`src/sv/htfa_pkg.sv`:
```
// Shared types and constants for the hole table fit allocator.
// Depends on nothing; htfa_if, htfa_fit_unit, the top level and the testbench refer to it by scoped names.
package htfa_pkg;

    localparam int SIZE_W   = 17;
    localparam int ADDR_W   = 16;
    localparam int LEN_W    = 17;
    localparam int POLICY_W = 2;

    localparam int MEM_WORDS_DEF = 65536;
    localparam int MAX_HOLES_DEF = 16;

    // Fit policy codes. The unused code behaves as first fit.
    localparam logic [POLICY_W-1:0] POLICY_FIRST = 2'd0;
    localparam logic [POLICY_W-1:0] POLICY_BEST  = 2'd1;
    localparam logic [POLICY_W-1:0] POLICY_WORST = 2'd2;

    typedef enum logic [2:0] {
        ST_IDLE,
        ST_SCAN,
        ST_DECIDE,
        ST_SHIFT_RD,
        ST_SHIFT_WR,
        ST_DONE
    } state_t;

    // Verdict of the shared compare unit for one hole.
    typedef struct packed {
        logic take;
        logic fits;
        logic exact;
    } fit_res_t;

endpackage

```
`src/sv/htfa_if.sv`:
```
// Handshake channel interfaces of the hole table fit allocator.
// Depends on htfa_pkg for the field widths.
interface htfa_req_if;
    logic                       valid;
    logic                       ready;
    logic [htfa_pkg::SIZE_W-1:0] request_size;

    modport source (output valid, output request_size, input ready);
    modport sink   (input valid, input request_size, output ready);
endinterface

interface htfa_res_if;
    logic                       valid;
    logic                       ready;
    logic [htfa_pkg::ADDR_W-1:0] granted_address;
    logic                       alloc_failed;

    modport source (output valid, output granted_address, output alloc_failed, input ready);
    modport sink   (input valid, input granted_address, input alloc_failed, output ready);
endinterface

interface htfa_cfg_if;
    logic                         valid;
    logic                         ready;
    logic [htfa_pkg::POLICY_W-1:0] fit_policy;

    modport source (output valid, output fit_policy, input ready);
    modport sink   (input valid, input fit_policy, output ready);
endinterface

```
`src/sv/htfa_ram.sv`:
```
// Generic simple dual-port RAM with one write port and a registered read port.
// Depends on nothing.
module htfa_ram #(
    parameter int WIDTH = 8,
    parameter int DEPTH = 16
) (
    input  logic                     clk,
    input  logic                     we,
    input  logic [$clog2(DEPTH)-1:0] waddr,
    input  logic [WIDTH-1:0]         wdata,
    input  logic                     re,
    input  logic [$clog2(DEPTH)-1:0] raddr,
    output logic [WIDTH-1:0]         rdata
);

    logic [WIDTH-1:0] mem [DEPTH];
    logic [WIDTH-1:0] rdata_reg;

    always_ff @(posedge clk)
    begin
        if (we)
        begin
            mem[waddr] <= wdata;
        end
        if (re)
        begin
            rdata_reg <= mem[raddr];
        end
    end

    assign rdata = rdata_reg;

endmodule

```
`src/sv/htfa_fit_unit.sv`:
```
// Shared compare and subtract unit: judges one hole against the request and the
// best hole so far, and gives the length left over. Depends on htfa_pkg.
module htfa_fit_unit (
    input  logic [htfa_pkg::POLICY_W-1:0] policy,
    input  logic [htfa_pkg::SIZE_W-1:0]   size,
    input  logic [htfa_pkg::LEN_W-1:0]    length,
    input  logic                          best_vld,
    input  logic [htfa_pkg::LEN_W-1:0]    best_len,
    output htfa_pkg::fit_res_t            verdict,
    output logic [htfa_pkg::LEN_W-1:0]    diff
);

    logic fits;
    logic smaller;
    logic larger;

    assign fits    = length >= size;
    assign smaller = length < best_len;
    assign larger  = length > best_len;
    assign diff    = length - size;

    always_comb
    begin
        verdict.fits  = fits;
        verdict.exact = length == size;
        case (policy)
            htfa_pkg::POLICY_BEST:
            begin
                verdict.take = fits && (!best_vld || smaller);
            end
            // Worst fit tracks the largest hole; whether it fits is checked afterward.
            htfa_pkg::POLICY_WORST:
            begin
                verdict.take = !best_vld || larger;
            end
            default:
            begin
                verdict.take = fits && !best_vld;
            end
        endcase
    end

endmodule

```
`src/sv/hole_table_fit_allocator.sv`:
```
// Top level of the hole table fit allocator: sequencer, hole table RAM and shared
// compare unit. Depends on htfa_pkg, htfa_if, htfa_ram and htfa_fit_unit.
//
//  channel | modport | payload                          | transfer when
//  --------+---------+----------------------------------+--------------------------
//  req     | sink    | request_size                     | req.valid && req.ready
//  res     | source  | granted_address, alloc_failed    | res.valid && res.ready
//  cfg     | sink    | fit_policy                       | cfg.valid && cfg.ready
//
// After the request transfer the sequencer makes one RAM read per live hole through the shared
// compare unit, drains the scan, decides and loads the output register. An exact fit also
// shifts down each entry behind the taken hole, with a read and a write state per entry.
// A zero-size request skips the scan and goes straight to loading its result. The request
// side is ready again in the cycle after the result is loaded.
// Reset leaves one hole that spans the whole memory; no clearing pass is needed.
// The result sits in an output register, so a new request can transfer while it waits;
// that request then stalls in its last step until the output register is free.
module hole_table_fit_allocator #(
    parameter int MEM_WORDS = htfa_pkg::MEM_WORDS_DEF,
    parameter int MAX_HOLES = htfa_pkg::MAX_HOLES_DEF
) (
    input  logic       clk,
    input  logic       rst_n,
    htfa_req_if.sink   req,
    htfa_res_if.source res,
    htfa_cfg_if.sink   cfg
);

    localparam int IDX_W  = $clog2(MAX_HOLES);
    localparam int CNT_W  = $clog2(MAX_HOLES + 1);
    localparam int ADDR_W = htfa_pkg::ADDR_W;
    localparam int LEN_W  = htfa_pkg::LEN_W;
    localparam int ENT_W  = ADDR_W + LEN_W;

    htfa_pkg::state_t state_reg;
    htfa_pkg::state_t state_next;

    logic [htfa_pkg::POLICY_W-1:0] policy_reg;
    logic [htfa_pkg::SIZE_W-1:0]   size_reg;
    logic [CNT_W-1:0]              count_reg;
    logic [CNT_W-1:0]              scan_idx_reg;
    logic                          data_vld_reg;
    logic [IDX_W-1:0]              rd_idx_reg;
    logic                          e0_wr_reg;
    logic                          chosen_vld_reg;
    logic [IDX_W-1:0]              chosen_idx_reg;
    logic [ADDR_W-1:0]             chosen_start_reg;
    logic [LEN_W-1:0]              chosen_len_reg;
    logic [IDX_W-1:0]              shift_idx_reg;
    logic [ADDR_W-1:0]             res_addr_reg;
    logic                          res_fail_reg;
    logic                          out_valid_reg;
    logic [ADDR_W-1:0]             out_addr_reg;
    logic                          out_fail_reg;

    logic              ram_we;
    logic [IDX_W-1:0]  ram_waddr;
    logic [ENT_W-1:0]  ram_wdata;
    logic              ram_re;
    logic [IDX_W-1:0]  ram_raddr;
    logic [ENT_W-1:0]  ram_rdata;

    logic [ADDR_W-1:0] rd_start;
    logic [LEN_W-1:0]  rd_len;
    logic              scan_issue;
    logic [CNT_W-1:0]  shift_nxt;
    logic              shift_more;
    logic              dec_fail;
    logic              out_load;
    logic              accept;

    logic [LEN_W-1:0]   unit_len;
    logic [LEN_W-1:0]   unit_diff;
    htfa_pkg::fit_res_t verdict;

    htfa_ram #(
        .WIDTH (ENT_W),
        .DEPTH (MAX_HOLES)
    ) u_table (
        .clk   (clk),
        .we    (ram_we),
        .waddr (ram_waddr),
        .wdata (ram_wdata),
        .re    (ram_re),
        .raddr (ram_raddr),
        .rdata (ram_rdata)
    );

    // Entry 0 holds the whole memory until it is first written.
    always_comb
    begin
        if (rd_idx_reg == '0 && !e0_wr_reg)
        begin
            rd_start = '0;
            rd_len   = LEN_W'(MEM_WORDS);
        end
        else
        begin
            rd_start = ram_rdata[ENT_W-1:LEN_W];
            rd_len   = ram_rdata[LEN_W-1:0];
        end
    end

    assign unit_len = (state_reg == htfa_pkg::ST_DECIDE) ? chosen_len_reg : rd_len;

    htfa_fit_unit u_fit (
        .policy   (policy_reg),
        .size     (size_reg),
        .length   (unit_len),
        .best_vld (chosen_vld_reg),
        .best_len (chosen_len_reg),
        .verdict  (verdict),
        .diff     (unit_diff)
    );

    assign accept     = req.valid && req.ready;
    assign scan_issue = (state_reg == htfa_pkg::ST_SCAN) && (scan_idx_reg < count_reg);
    assign shift_nxt  = CNT_W'(shift_idx_reg) + CNT_W'(1);
    assign shift_more = shift_nxt < count_reg;
    // Outside worst fit the chosen hole is already known to fit.
    assign dec_fail   = !chosen_vld_reg || !verdict.fits;

    always_comb
    begin
        state_next = state_reg;
        case (state_reg)
            htfa_pkg::ST_IDLE:
            begin
                if (req.valid)
                begin
                    state_next = (req.request_size == '0) ? htfa_pkg::ST_DONE
                                                          : htfa_pkg::ST_SCAN;
                end
            end
            htfa_pkg::ST_SCAN:
            begin
                if (!scan_issue && !data_vld_reg)
                begin
                    state_next = htfa_pkg::ST_DECIDE;
                end
            end
            htfa_pkg::ST_DECIDE:
            begin
                state_next = (dec_fail || !verdict.exact) ? htfa_pkg::ST_DONE
                                                          : htfa_pkg::ST_SHIFT_RD;
            end
            htfa_pkg::ST_SHIFT_RD:
            begin
                state_next = shift_more ? htfa_pkg::ST_SHIFT_WR : htfa_pkg::ST_DONE;
            end
            htfa_pkg::ST_SHIFT_WR:
            begin
                state_next = htfa_pkg::ST_SHIFT_RD;
            end
            htfa_pkg::ST_DONE:
            begin
                if (!out_valid_reg || res.ready)
                begin
                    state_next = htfa_pkg::ST_IDLE;
                end
            end
            default:
            begin
                state_next = htfa_pkg::ST_IDLE;
            end
        endcase
    end

    always_comb
    begin
        req.ready = 1'b0;
        ram_re    = 1'b0;
        ram_raddr = scan_idx_reg[IDX_W-1:0];
        ram_we    = 1'b0;
        ram_waddr = chosen_idx_reg;
        ram_wdata = {ADDR_W'(chosen_start_reg + size_reg[ADDR_W-1:0]), unit_diff};
        out_load  = 1'b0;
        case (state_reg)
            htfa_pkg::ST_IDLE:
            begin
                req.ready = 1'b1;
            end
            htfa_pkg::ST_SCAN:
            begin
                ram_re = scan_issue;
            end
            htfa_pkg::ST_DECIDE:
            begin
                ram_we = !dec_fail && !verdict.exact;
            end
            htfa_pkg::ST_SHIFT_RD:
            begin
                ram_re    = shift_more;
                ram_raddr = shift_nxt[IDX_W-1:0];
            end
            htfa_pkg::ST_SHIFT_WR:
            begin
                ram_we    = 1'b1;
                ram_waddr = shift_idx_reg;
                ram_wdata = {rd_start, rd_len};
            end
            htfa_pkg::ST_DONE:
            begin
                out_load = !out_valid_reg || res.ready;
            end
            default:
            begin
                req.ready = 1'b0;
            end
        endcase
    end

    always_ff @(posedge clk or negedge rst_n)
    begin
        if (!rst_n)
        begin
            state_reg      <= htfa_pkg::ST_IDLE;
            policy_reg     <= htfa_pkg::POLICY_FIRST;
            count_reg      <= CNT_W'(1);
            scan_idx_reg   <= '0;
            data_vld_reg   <= 1'b0;
            e0_wr_reg      <= 1'b0;
            chosen_vld_reg <= 1'b0;
            out_valid_reg  <= 1'b0;
        end
        else
        begin
            state_reg <= state_next;
            if (cfg.valid && cfg.ready)
            begin
                policy_reg <= cfg.fit_policy;
            end
            if (accept)
            begin
                scan_idx_reg   <= '0;
                chosen_vld_reg <= 1'b0;
                data_vld_reg   <= 1'b0;
            end
            else if (state_reg == htfa_pkg::ST_SCAN)
            begin
                data_vld_reg <= scan_issue;
                if (scan_issue)
                begin
                    scan_idx_reg <= scan_idx_reg + CNT_W'(1);
                end
                if (data_vld_reg && verdict.take)
                begin
                    chosen_vld_reg <= 1'b1;
                end
            end
            if (ram_we && ram_waddr == '0)
            begin
                e0_wr_reg <= 1'b1;
            end
            if (state_reg == htfa_pkg::ST_SHIFT_RD && !shift_more)
            begin
                count_reg <= count_reg - CNT_W'(1);
            end
            if (out_load)
            begin
                out_valid_reg <= 1'b1;
            end
            else if (res.ready)
            begin
                out_valid_reg <= 1'b0;
            end
        end
    end

    always_ff @(posedge clk)
    begin
        if (accept)
        begin
            size_reg     <= req.request_size;
            res_addr_reg <= '0;
            res_fail_reg <= 1'b1;
        end
        if (ram_re)
        begin
            rd_idx_reg <= ram_raddr;
        end
        if (state_reg == htfa_pkg::ST_SCAN && data_vld_reg && verdict.take)
        begin
            chosen_idx_reg   <= rd_idx_reg;
            chosen_start_reg <= rd_start;
            chosen_len_reg   <= rd_len;
        end
        if (state_reg == htfa_pkg::ST_DECIDE)
        begin
            res_addr_reg  <= dec_fail ? '0 : chosen_start_reg;
            res_fail_reg  <= dec_fail;
            shift_idx_reg <= chosen_idx_reg;
        end
        if (state_reg == htfa_pkg::ST_SHIFT_WR)
        begin
            shift_idx_reg <= shift_nxt[IDX_W-1:0];
        end
        if (out_load)
        begin
            out_addr_reg <= res_addr_reg;
            out_fail_reg <= res_fail_reg;
        end
    end

    assign cfg.ready           = 1'b1;
    assign res.valid           = out_valid_reg;
    assign res.granted_address = out_addr_reg;
    assign res.alloc_failed    = out_fail_reg;

`ifndef SYNTHESIS
    // Without freeing, the table can only lose holes.
    a_count_never_grows: assert property (@(posedge clk) disable iff (!rst_n)
        count_reg <= $past(count_reg))
        else $error("hole count increased");

    a_count_drops_after_shift: assert property (@(posedge clk) disable iff (!rst_n)
        count_reg != $past(count_reg) |-> $past(state_reg) == htfa_pkg::ST_SHIFT_RD)
        else $error("hole count changed outside the shift sequence");

    a_write_inside_table: assert property (@(posedge clk) disable iff (!rst_n)
        ram_we |-> CNT_W'(ram_waddr) < count_reg)
        else $error("table write beyond the live holes");

    a_busy_after_transfer: assert property (@(posedge clk) disable iff (!rst_n)
        accept |=> state_reg != htfa_pkg::ST_IDLE && !req.ready)
        else $error("request side ready right after a transfer");
`endif

endmodule

```
`src/flat_wrapper.sv`:
```
// flat-port wrapper written by rule: the top's interface ports become plain ports
module hole_table_fit_allocator_flat 
#(
    parameter int MEM_WORDS = htfa_pkg::MEM_WORDS_DEF,
    parameter int MAX_HOLES = htfa_pkg::MAX_HOLES_DEF
)
  (clk, rst_n, req_valid, req_request_size, req_ready, res_valid, res_granted_address, res_alloc_failed, res_ready, cfg_valid, cfg_fit_policy, cfg_ready);
  htfa_req_if req_i ();
  htfa_res_if res_i ();
  htfa_cfg_if cfg_i ();
  input  logic clk;
  input  logic rst_n;
  input wire logic [$bits(req_i.valid)-1:0] req_valid;
  input wire logic [$bits(req_i.request_size)-1:0] req_request_size;
  output wire logic [$bits(req_i.ready)-1:0] req_ready;
  output wire logic [$bits(res_i.valid)-1:0] res_valid;
  output wire logic [$bits(res_i.granted_address)-1:0] res_granted_address;
  output wire logic [$bits(res_i.alloc_failed)-1:0] res_alloc_failed;
  input wire logic [$bits(res_i.ready)-1:0] res_ready;
  input wire logic [$bits(cfg_i.valid)-1:0] cfg_valid;
  input wire logic [$bits(cfg_i.fit_policy)-1:0] cfg_fit_policy;
  output wire logic [$bits(cfg_i.ready)-1:0] cfg_ready;
  assign req_i.valid = req_valid;
  assign req_i.request_size = req_request_size;
  assign req_ready = req_i.ready;
  assign res_valid = res_i.valid;
  assign res_granted_address = res_i.granted_address;
  assign res_alloc_failed = res_i.alloc_failed;
  assign res_i.ready = res_ready;
  assign cfg_i.valid = cfg_valid;
  assign cfg_i.fit_policy = cfg_fit_policy;
  assign cfg_ready = cfg_i.ready;
  hole_table_fit_allocator #(.MEM_WORDS(MEM_WORDS), .MAX_HOLES(MAX_HOLES)) u_core (.clk(clk), .rst_n(rst_n), .req(req_i), .res(res_i), .cfg(cfg_i));
endmodule
```
`config.mk`:
```
export PLATFORM = sky130hd
export DESIGN_NAME = hole_table_fit_allocator_flat
export DESIGN_NICKNAME = d
export VERILOG_FILES = /design/src/sv/htfa_pkg.sv /design/src/sv/htfa_if.sv /design/src/sv/htfa_ram.sv /design/src/sv/htfa_fit_unit.sv /design/src/sv/hole_table_fit_allocator.sv /design/src/flat_wrapper.sv
export SDC_FILE = /design/constraint.sdc
export NUM_CORES = 1
export LEC_CHECK = 0
export BUFFER_PORTS_ARGS = -buffer_cell sky130_fd_sc_hd__buf_4
export CAP_MARGIN = 10
export CELL_PAD_IN_SITES_DETAIL_PLACEMENT = 0
export CELL_PAD_IN_SITES_GLOBAL_PLACEMENT = 1
export CORE_MARGIN = 1.5
export CORE_UTILIZATION = 57
export DETAILED_ROUTE_END_ITERATION = 8
export PLACE_DENSITY = 0.93
export SYNTH_ARGS = -nofsm -noshare
export SYNTH_HDL_FRONTEND = slang
export SYNTH_SLANG_ARGS = --single-unit
```
`constraint.sdc`:
```
create_clock -name clk -period 14.89 [get_ports clk]
set_input_delay 2.978 -clock clk [delete_from_list [all_inputs] [get_ports clk]]
set_output_delay 2.978 -clock clk [all_outputs]
set_load 0.05 [all_outputs]
```
==> impl_metrics.csv, run 1 <==
group,metric,value,unit
outcome,status,"complete, no violations",
critical_path,worst_ep_arrival_time,5.27,ns
clock_tree,cts_root_buf,"clkbuf_16",
final_layout,nNetsFinal,2295,
sta,period_minus_slack,5.01,ns
sta,max_freq,200,MHz
yosys,ys_seq_elements,676,
yosys,synthTopCellsByArea,"edfxtp_1, a211oi_1, nand2_1, and2_1, ha_1",
sta,slew_violations,0,
final_layout,final-seq-area,20200,sq um
detailed_routing,wl_per_cell,23.0,um
clock_tree,numCtsBuffers,68,
power,vdd_ir_drop_max,0.109,mV
final_layout,largest_reg_flops,528,
floorplan,coreArea,50100,sq um
yosys,yosys.area.top_type_share,68.3,%
final_layout,area_growth,12.2,%
sta,rsz0062_at_grt,"false",
yosys,synth_cell_type_count,66,
sta,finalCritPeriodShare,33.6,%
detailed_routing,drtIter0Drc,1971,
critical_path,path_class,"reg2reg",
power,power.density,214,nW/um^2
yosys,synth_enable_flop_cells,657,
yosys,ys_seq_area_share,69.9,%
detailed_routing,drcViolationCount,0,
critical_path,path_cells,"or3b_2, nand2_1, o21ai_0, ha_1, nand3_1, o21bai_1, a21oi_1, o31ai_2, o311ai_2, o21ai_0, buf_2, nor2_4, buf_4",
floorplan,ios,44,
power,power.leakage,11.1,nW
floorplan,die_w,228,um
placement,place.gp.congestion,0.908,
floorplan,start_util,57.7,%
final_layout,design_area,32400,sq um
critical_path,critPathSlowestCell,"or3b_2",
placement,placed_cell_area,30100,sq um
clock_tree,clk_pin_slew,0.06,ns
clock_tree,cts_tree,"built",
floorplan,num_rows,82,
global_route,grt_antenna_before_repair,4,
sta,finalHoldViolations,0,
final_layout,multi_input_area,8100,sq um
final_layout,layout-drive-gt1-share,11.0,%
floorplan,dieArea,52100,sq um
yosys,synth_area_per_cell,13.3,sq um
final_layout,post-route-util,64.8,%
clock_tree,hold_buffers,0,
placement,hpwl,39300,um
critical_path,crit_top_cell,"o21ai_0",
final_layout,num-fill-cells,3516,
global_route,grt.overflow.total,0,
yosys,syn_inst,2167,
critical_path,cp_max_fo,23,
final_layout,final_common_cell,"edfxtp_1",
critical_path,startpoint_type,"flip-flop",
detailed_routing,drt-total-wl,67600,um
yosys,syn_area,28900,sq um
detailed_routing,ant_nets,0,
clock_tree,clockBufferDepth,3,
final_layout,final_cell_mix,"edfxtp_1, nand2_1, a211oi_1, and2_1, a21oi_1",
yosys,synth_top_cell_by_area,"edfxtp_1",
placement,io_buffers,42,
global_route,grt_max_degree,205,
final_layout,diodes,0,
global_route,grt_pass1_vias,17900,
detailed_routing,firstDrtPassIters,5,
clock_tree,cts_setup_buffers,0,
floorplan,die_h,228,um
detailed_routing,vias,18200,
clock_tree,clk_latency,0.60,ns
clock_tree,post_cts_resized,0,
global_route,track_usage,26.0,%
sta,setup-tns-final,0,ns
sta,final-setup-viol-count,0,
critical_path,cpPeakStageDelay,0.78,ns
yosys,synth_ff_type,"edfxtp_1",
critical_path,cp-end-kind,"flip-flop",
yosys,async_flop_share,2.81,%
critical_path,required,15.15,ns
global_route,grt_pass1_wl,103000,um
sta,worst_slew_pin_slew,1.29,ns
sta,finalClockSkew,0.0236,ns
worst_hold_path,min-delay-path-class,"reg2reg",
yosys,synth.net_count,2253,
job,cap_violations,0,
yosys,yosysWarningCount,0,
detailed_routing,avgViaCountPerCell,6.21,
clock_tree,htree_levels,3,
clock_tree,cts_sinks,676,
sta,slew_headroom,13.9,%
-- critical path: cells and delay by family, from the launching register on --
kind	cells	cell delay [ns]
AO/OA/AOI/OAI	6	1.42
adder cells (fa/ha/maj)	1	0.41
buffers and inverters	2	0.67
flip-flops	1	0.52
AND/OR/NAND/NOR	4	1.63
-- area by class of cell --
class	count	share of cell area [%]
repair buffers	102	2.43
multi-input cells	1298	25.0
clock inverters	47	1.52
well taps	672	2.59
flip-flops and latches	676	62.3
inverters	63	0.745
clock buffers	77	5.42
-- through the flow --
step,hold WS (ns),power (mW),worst slack (ns),std cells
2_1_floorplan,0.400,4.34,9.54,2167
3_3_place_gp,0.402,5.08,9.85,2800
3_5_place_dp,0.405,5.16,9.82,2802
4_1_cts,0.417,6.89,9.73,2926
5_1_grt,0.423,7.27,9.66,2935
6_report,0.416,6.95,9.88,2935
-- synth_stat cells, types with 21 or more instances --
cell and count:
nand2_1 332, xnor2_1 21, o21ai_0 63, inv_1 62, a211oi_1 172, clkbuf_1 92, and2_1 122, buf_2 27
nor2_1 65, ha_1 60, a21oi_1 124, and2_0 55, a31oi_1 72, edfxtp_1 657, a311oi_1 68
-- per-layer routing --
layer / vias to the layer above / part of all wire (%) / global-route usage (%) / wire length (um)
met2: 899 / 47 / 41.4 / 31700
met3: 159 / 10 / 6.06 / 6860
li1: 8273 / - / - / -
met5: - / 0.018 / 0 / 12
met4: 2 / 2.9 / 8.67 / 1980
met1: 8884 / 40 / 35.6 / 27000
-- report_power, final --
part | switching, mW | total [mW] | internal, mW
registers | 0.0724 | 2.79 | 2.72
clock network | 0.716 | 1.73 | 1.01
logic | 1.71 | 2.43 | 0.725
-- worst paths after layout --
| kind | startpoint | end | slack, ns | cells after the start |
|---|---|---|---|---|
| setup / recovery | u_core.state_reg[0] | u_core.u_table.mem[2][30] | 9.88 | 13 |
| hold / removal | u_core.res_addr_reg[6] | u_core.res.granted_address[6] | 0.42 | 0 |
| setup reg to reg | u_core.state_reg[0] | u_core.u_table.mem[2][30] | 9.88 | 13 |
| hold reg to reg | u_core.res_addr_reg[6] | u_core.res.granted_address[6] | 0.42 | 0 |
| max in group asynchronous | rst_n | u_core.count_reg[0] | 12.33 | 1 |
| min in group asynchronous | rst_n | u_core.res.valid | 2.27 | 1 |
-- kinds of logic after synthesis --
kind of cell | count (synthesis) | synth area share, %
buf+inv | 193 | 2.68
compound gates | 543 | 12.6
other cells | 1 | 0.0130
simple gates | 650 | 10.7
xor+xnor | 36 | 1.09
flops | 676 | 69.9
fa+ha+maj | 62 | 2.74
mux | 6 | 0.221
Power figures use the tool's default switching activity.
==> run 2: changes to the inputs <==
--- a/config.mk
+++ b/config.mk
@@ -10,9 +10,9 @@
 export CELL_PAD_IN_SITES_DETAIL_PLACEMENT = 0
 export CELL_PAD_IN_SITES_GLOBAL_PLACEMENT = 1
 export CORE_MARGIN = 1.5
-export CORE_UTILIZATION = 57
+export CORE_UTILIZATION = 48
 export DETAILED_ROUTE_END_ITERATION = 8
-export PLACE_DENSITY = 0.93
+export PLACE_DENSITY = 0.84
 export SYNTH_ARGS = -nofsm -noshare
 export SYNTH_HDL_FRONTEND = slang
 export SYNTH_SLANG_ARGS = --single-unit
==> constraint.sdc (replaced) <==
create_clock -name clk -period 4.21 [get_ports clk]
set_input_delay 0.842 -clock clk [delete_from_list [all_inputs] [get_ports clk]]
set_output_delay 0.842 -clock clk [all_outputs]
set_load 0.05 [all_outputs]
==> impl_metrics.csv, run 2 (synthesis results as in run 1) <==
group,metric,value,unit
detailed_routing,drt-total-wl,69700,um
floorplan,die_w,248,um
global_route,grt_pass1_vias,17900,
critical_path,path_class,"reg2reg",
job,cap_violations,0,
critical_path,cp_max_fo,13,
placement,hpwl,44200,um
floorplan,coreArea,59200,sq um
power,intPower,15.9,mW
clock_tree,clockBufferDepth,3,
detailed_routing,firstDrtPassIters,7,
power,finalPower,25.1,mW
clock_tree,hold_buffers,0,
power,combPwrFrac,37.1,%
sta,max_freq,253,MHz
worst_hold_path,min-delay-path-class,"in2async",
clock_tree,cts_tree,"built",
final_layout,num-fill-cells,4632,
global_route,track_usage,22.9,%
clock_tree,cts_sinks,676,
critical_path,cp-end-kind,"flip-flop",
critical_path,crit_top_cell,"buf_4",
sta,period_minus_slack,3.96,ns
critical_path,worst_ep_arrival_time,4.25,ns
critical_path,startpoint_type,"flip-flop",
critical_path,critPathSlowestCell,"or3b_2",
final_layout,layout-drive-gt1-share,13.1,%
critical_path,crit_buf_inv,3,
sta,finalCritPeriodShare,94.0,%
sta,finalWorstSetupSlack,0.253,ns
critical_path,r2r_start,"u_core.state_reg[1]",
global_route,grt_antenna_before_repair,3,
global_route,grt_pass1_wl,106000,um
power,power.density,754,nW/um^2
sta,slew_violations,0,
sta,whs,0.118,ns
floorplan,num_rows,89,
floorplan,start_util,48.8,%
sta,slew_headroom,20.5,%
placement,place_ws,0.0405,ns
clock_tree,cts_root_buf,"clkbuf_16",
detailed_routing,wl_per_cell,22.5,um
critical_path,path_cells,"or3b_2, buf_4, nand2_1, o21ai_0, ha_1, nand3_1, o21bai_1, a21oi_1, o31ai_2, buf_4, o211a_1, or3_2, a21oi_4, buf_4",
power,seq_power_share,39.3,%
clock_tree,htree_levels,3,
power,p_sw,9.19,mW
global_route,grt_max_degree,80,
sta,final-setup-viol-count,0,
critical_path,cpPeakStageDelay,0.52,ns
critical_path,cp_top_family,"simple AND/OR/NAND/NOR gates",
final_layout,final_common_cell,"edfxtp_1",
sta,finalHoldViolations,0,
final_layout,area_growth,15.0,%
final_layout,largest_reg_flops,528,
final_layout,post-route-util,56.1,%
power,power.share.clock,23.6,%
final_layout,final_cell_mix,"edfxtp_1, nand2_1, a211oi_1, buf_4, and2_1",
power,vdd_ir_drop_max,0.490,mV
detailed_routing,ant_nets,0,
sta,worst_slew_pin_slew,1.18,ns
clock_tree,numCtsBuffers,69,
outcome,status,"finished with violations",
detailed_routing,avgViaCountPerCell,5.94,
detailed_routing,drtIter0Drc,1726,
sta,finalClockSkew,0.0261,ns
floorplan,die_h,248,um
sta,rsz0062_at_grt,"true",
global_route,grt.overflow.total,0,
critical_path,crit_start,"u_core.state_reg[1]",
final_layout,diodes,0,
placement,io_buffers,42,
critical_path,required,4.50,ns
final_layout,nNetsFinal,2358,
clock_tree,post_cts_resized,0,
power,p_sw_share,36.7,%
clock_tree,clk_pin_slew,0.06,ns
clock_tree,cts_setup_buffers,0,
detailed_routing,drcViolationCount,9,
floorplan,ios,44,
detailed_routing,vias,18400,
power,power.leakage,11.4,nW
clock_tree,clk_latency,0.61,ns
floorplan,dieArea,61700,sq um
placement,place.gp.congestion,0.891,
outcome,violations,"DRC",
## run 2: power groups by stage
stage               Sequential (mW)  Combinational (mW)  Clock (mW)
floorplan                      9.86                5.50           0
global placement               9.97                8.89           0
detailed placement             9.97                9.14           0
CTS                            9.83                9.18        6.00
global route                   9.87                10.1        6.25
finish                         9.84                9.30        5.91
## run 2: final cells by class
| class | count | area, sq um | area share, % |
|---|---|---|---|
| sequential | 676 | 20200 | 60.8 |
| multi-input combinational | 1298 | 8140 | 24.5 |
| clock buffer | 83 | 1820 | 5.48 |
| timing repair buffer | 164 | 1530 | 4.59 |
| tap | 773 | 967 | 2.91 |
| clock inverter | 36 | 343 | 1.03 |
| inverter | 63 | 241 | 0.726 |
## run 2: worst reg2reg max path: stages (launching register included)
cell and delay (ns):
dfrtp_1 0.43, or3b_2 0.52, buf_4 0.21, nand2_1 0.07
o21ai_0 0.11, ha_1 0.38, nand3_1 0.13, o21bai_1 0.19
a21oi_1 0.21, o31ai_2 0.14, buf_4 0.17, o211a_1 0.22
or3_2 0.45, a21oi_4 0.18, buf_4 0.24
## run 2: stage by stage
step | instance area (sq um) | TNS [ns] | instances
3_3_place_gp | 31000 | 0 | 2974
6_report | 33200 | 0 | 3093
2_1_floorplan | 29000 | -72.83 | 2167
3_5_place_dp | 31000 | 0 | 2974
4_1_cts | 33200 | 0 | 3093
5_1_grt | 33200 | -0.00873 | 3093
## run 2: path summary, 6_finish.rpt
path | to | slack (ns) | depth (start not counted)
setup / recovery | u_core.chosen_idx_reg[3] | 0.25 | 14
hold / removal | u_core.res.valid | 0.12 | 1
setup reg to reg | u_core.chosen_idx_reg[3] | 0.25 | 14
hold reg to reg | u_core.res.granted_address[10] | 0.42 | 0
max in group asynchronous | u_core.count_reg[0] | 3.81 | 1
min in group clk | u_core.res.granted_address[10] | 0.42 | 0
## run 2: metal layers
layer  wire length, um  part of all wire (%)  track usage, %  vias to the layer above
met5                 0                     0               0                        -
met4              1990                   2.9            7.64                        0
met3              5710                   8.2            3.84                      138
met2             32400                    46            36.2                      766
met1             29600                    42            32.4                     9080
li1                  -                     -               -                     8390
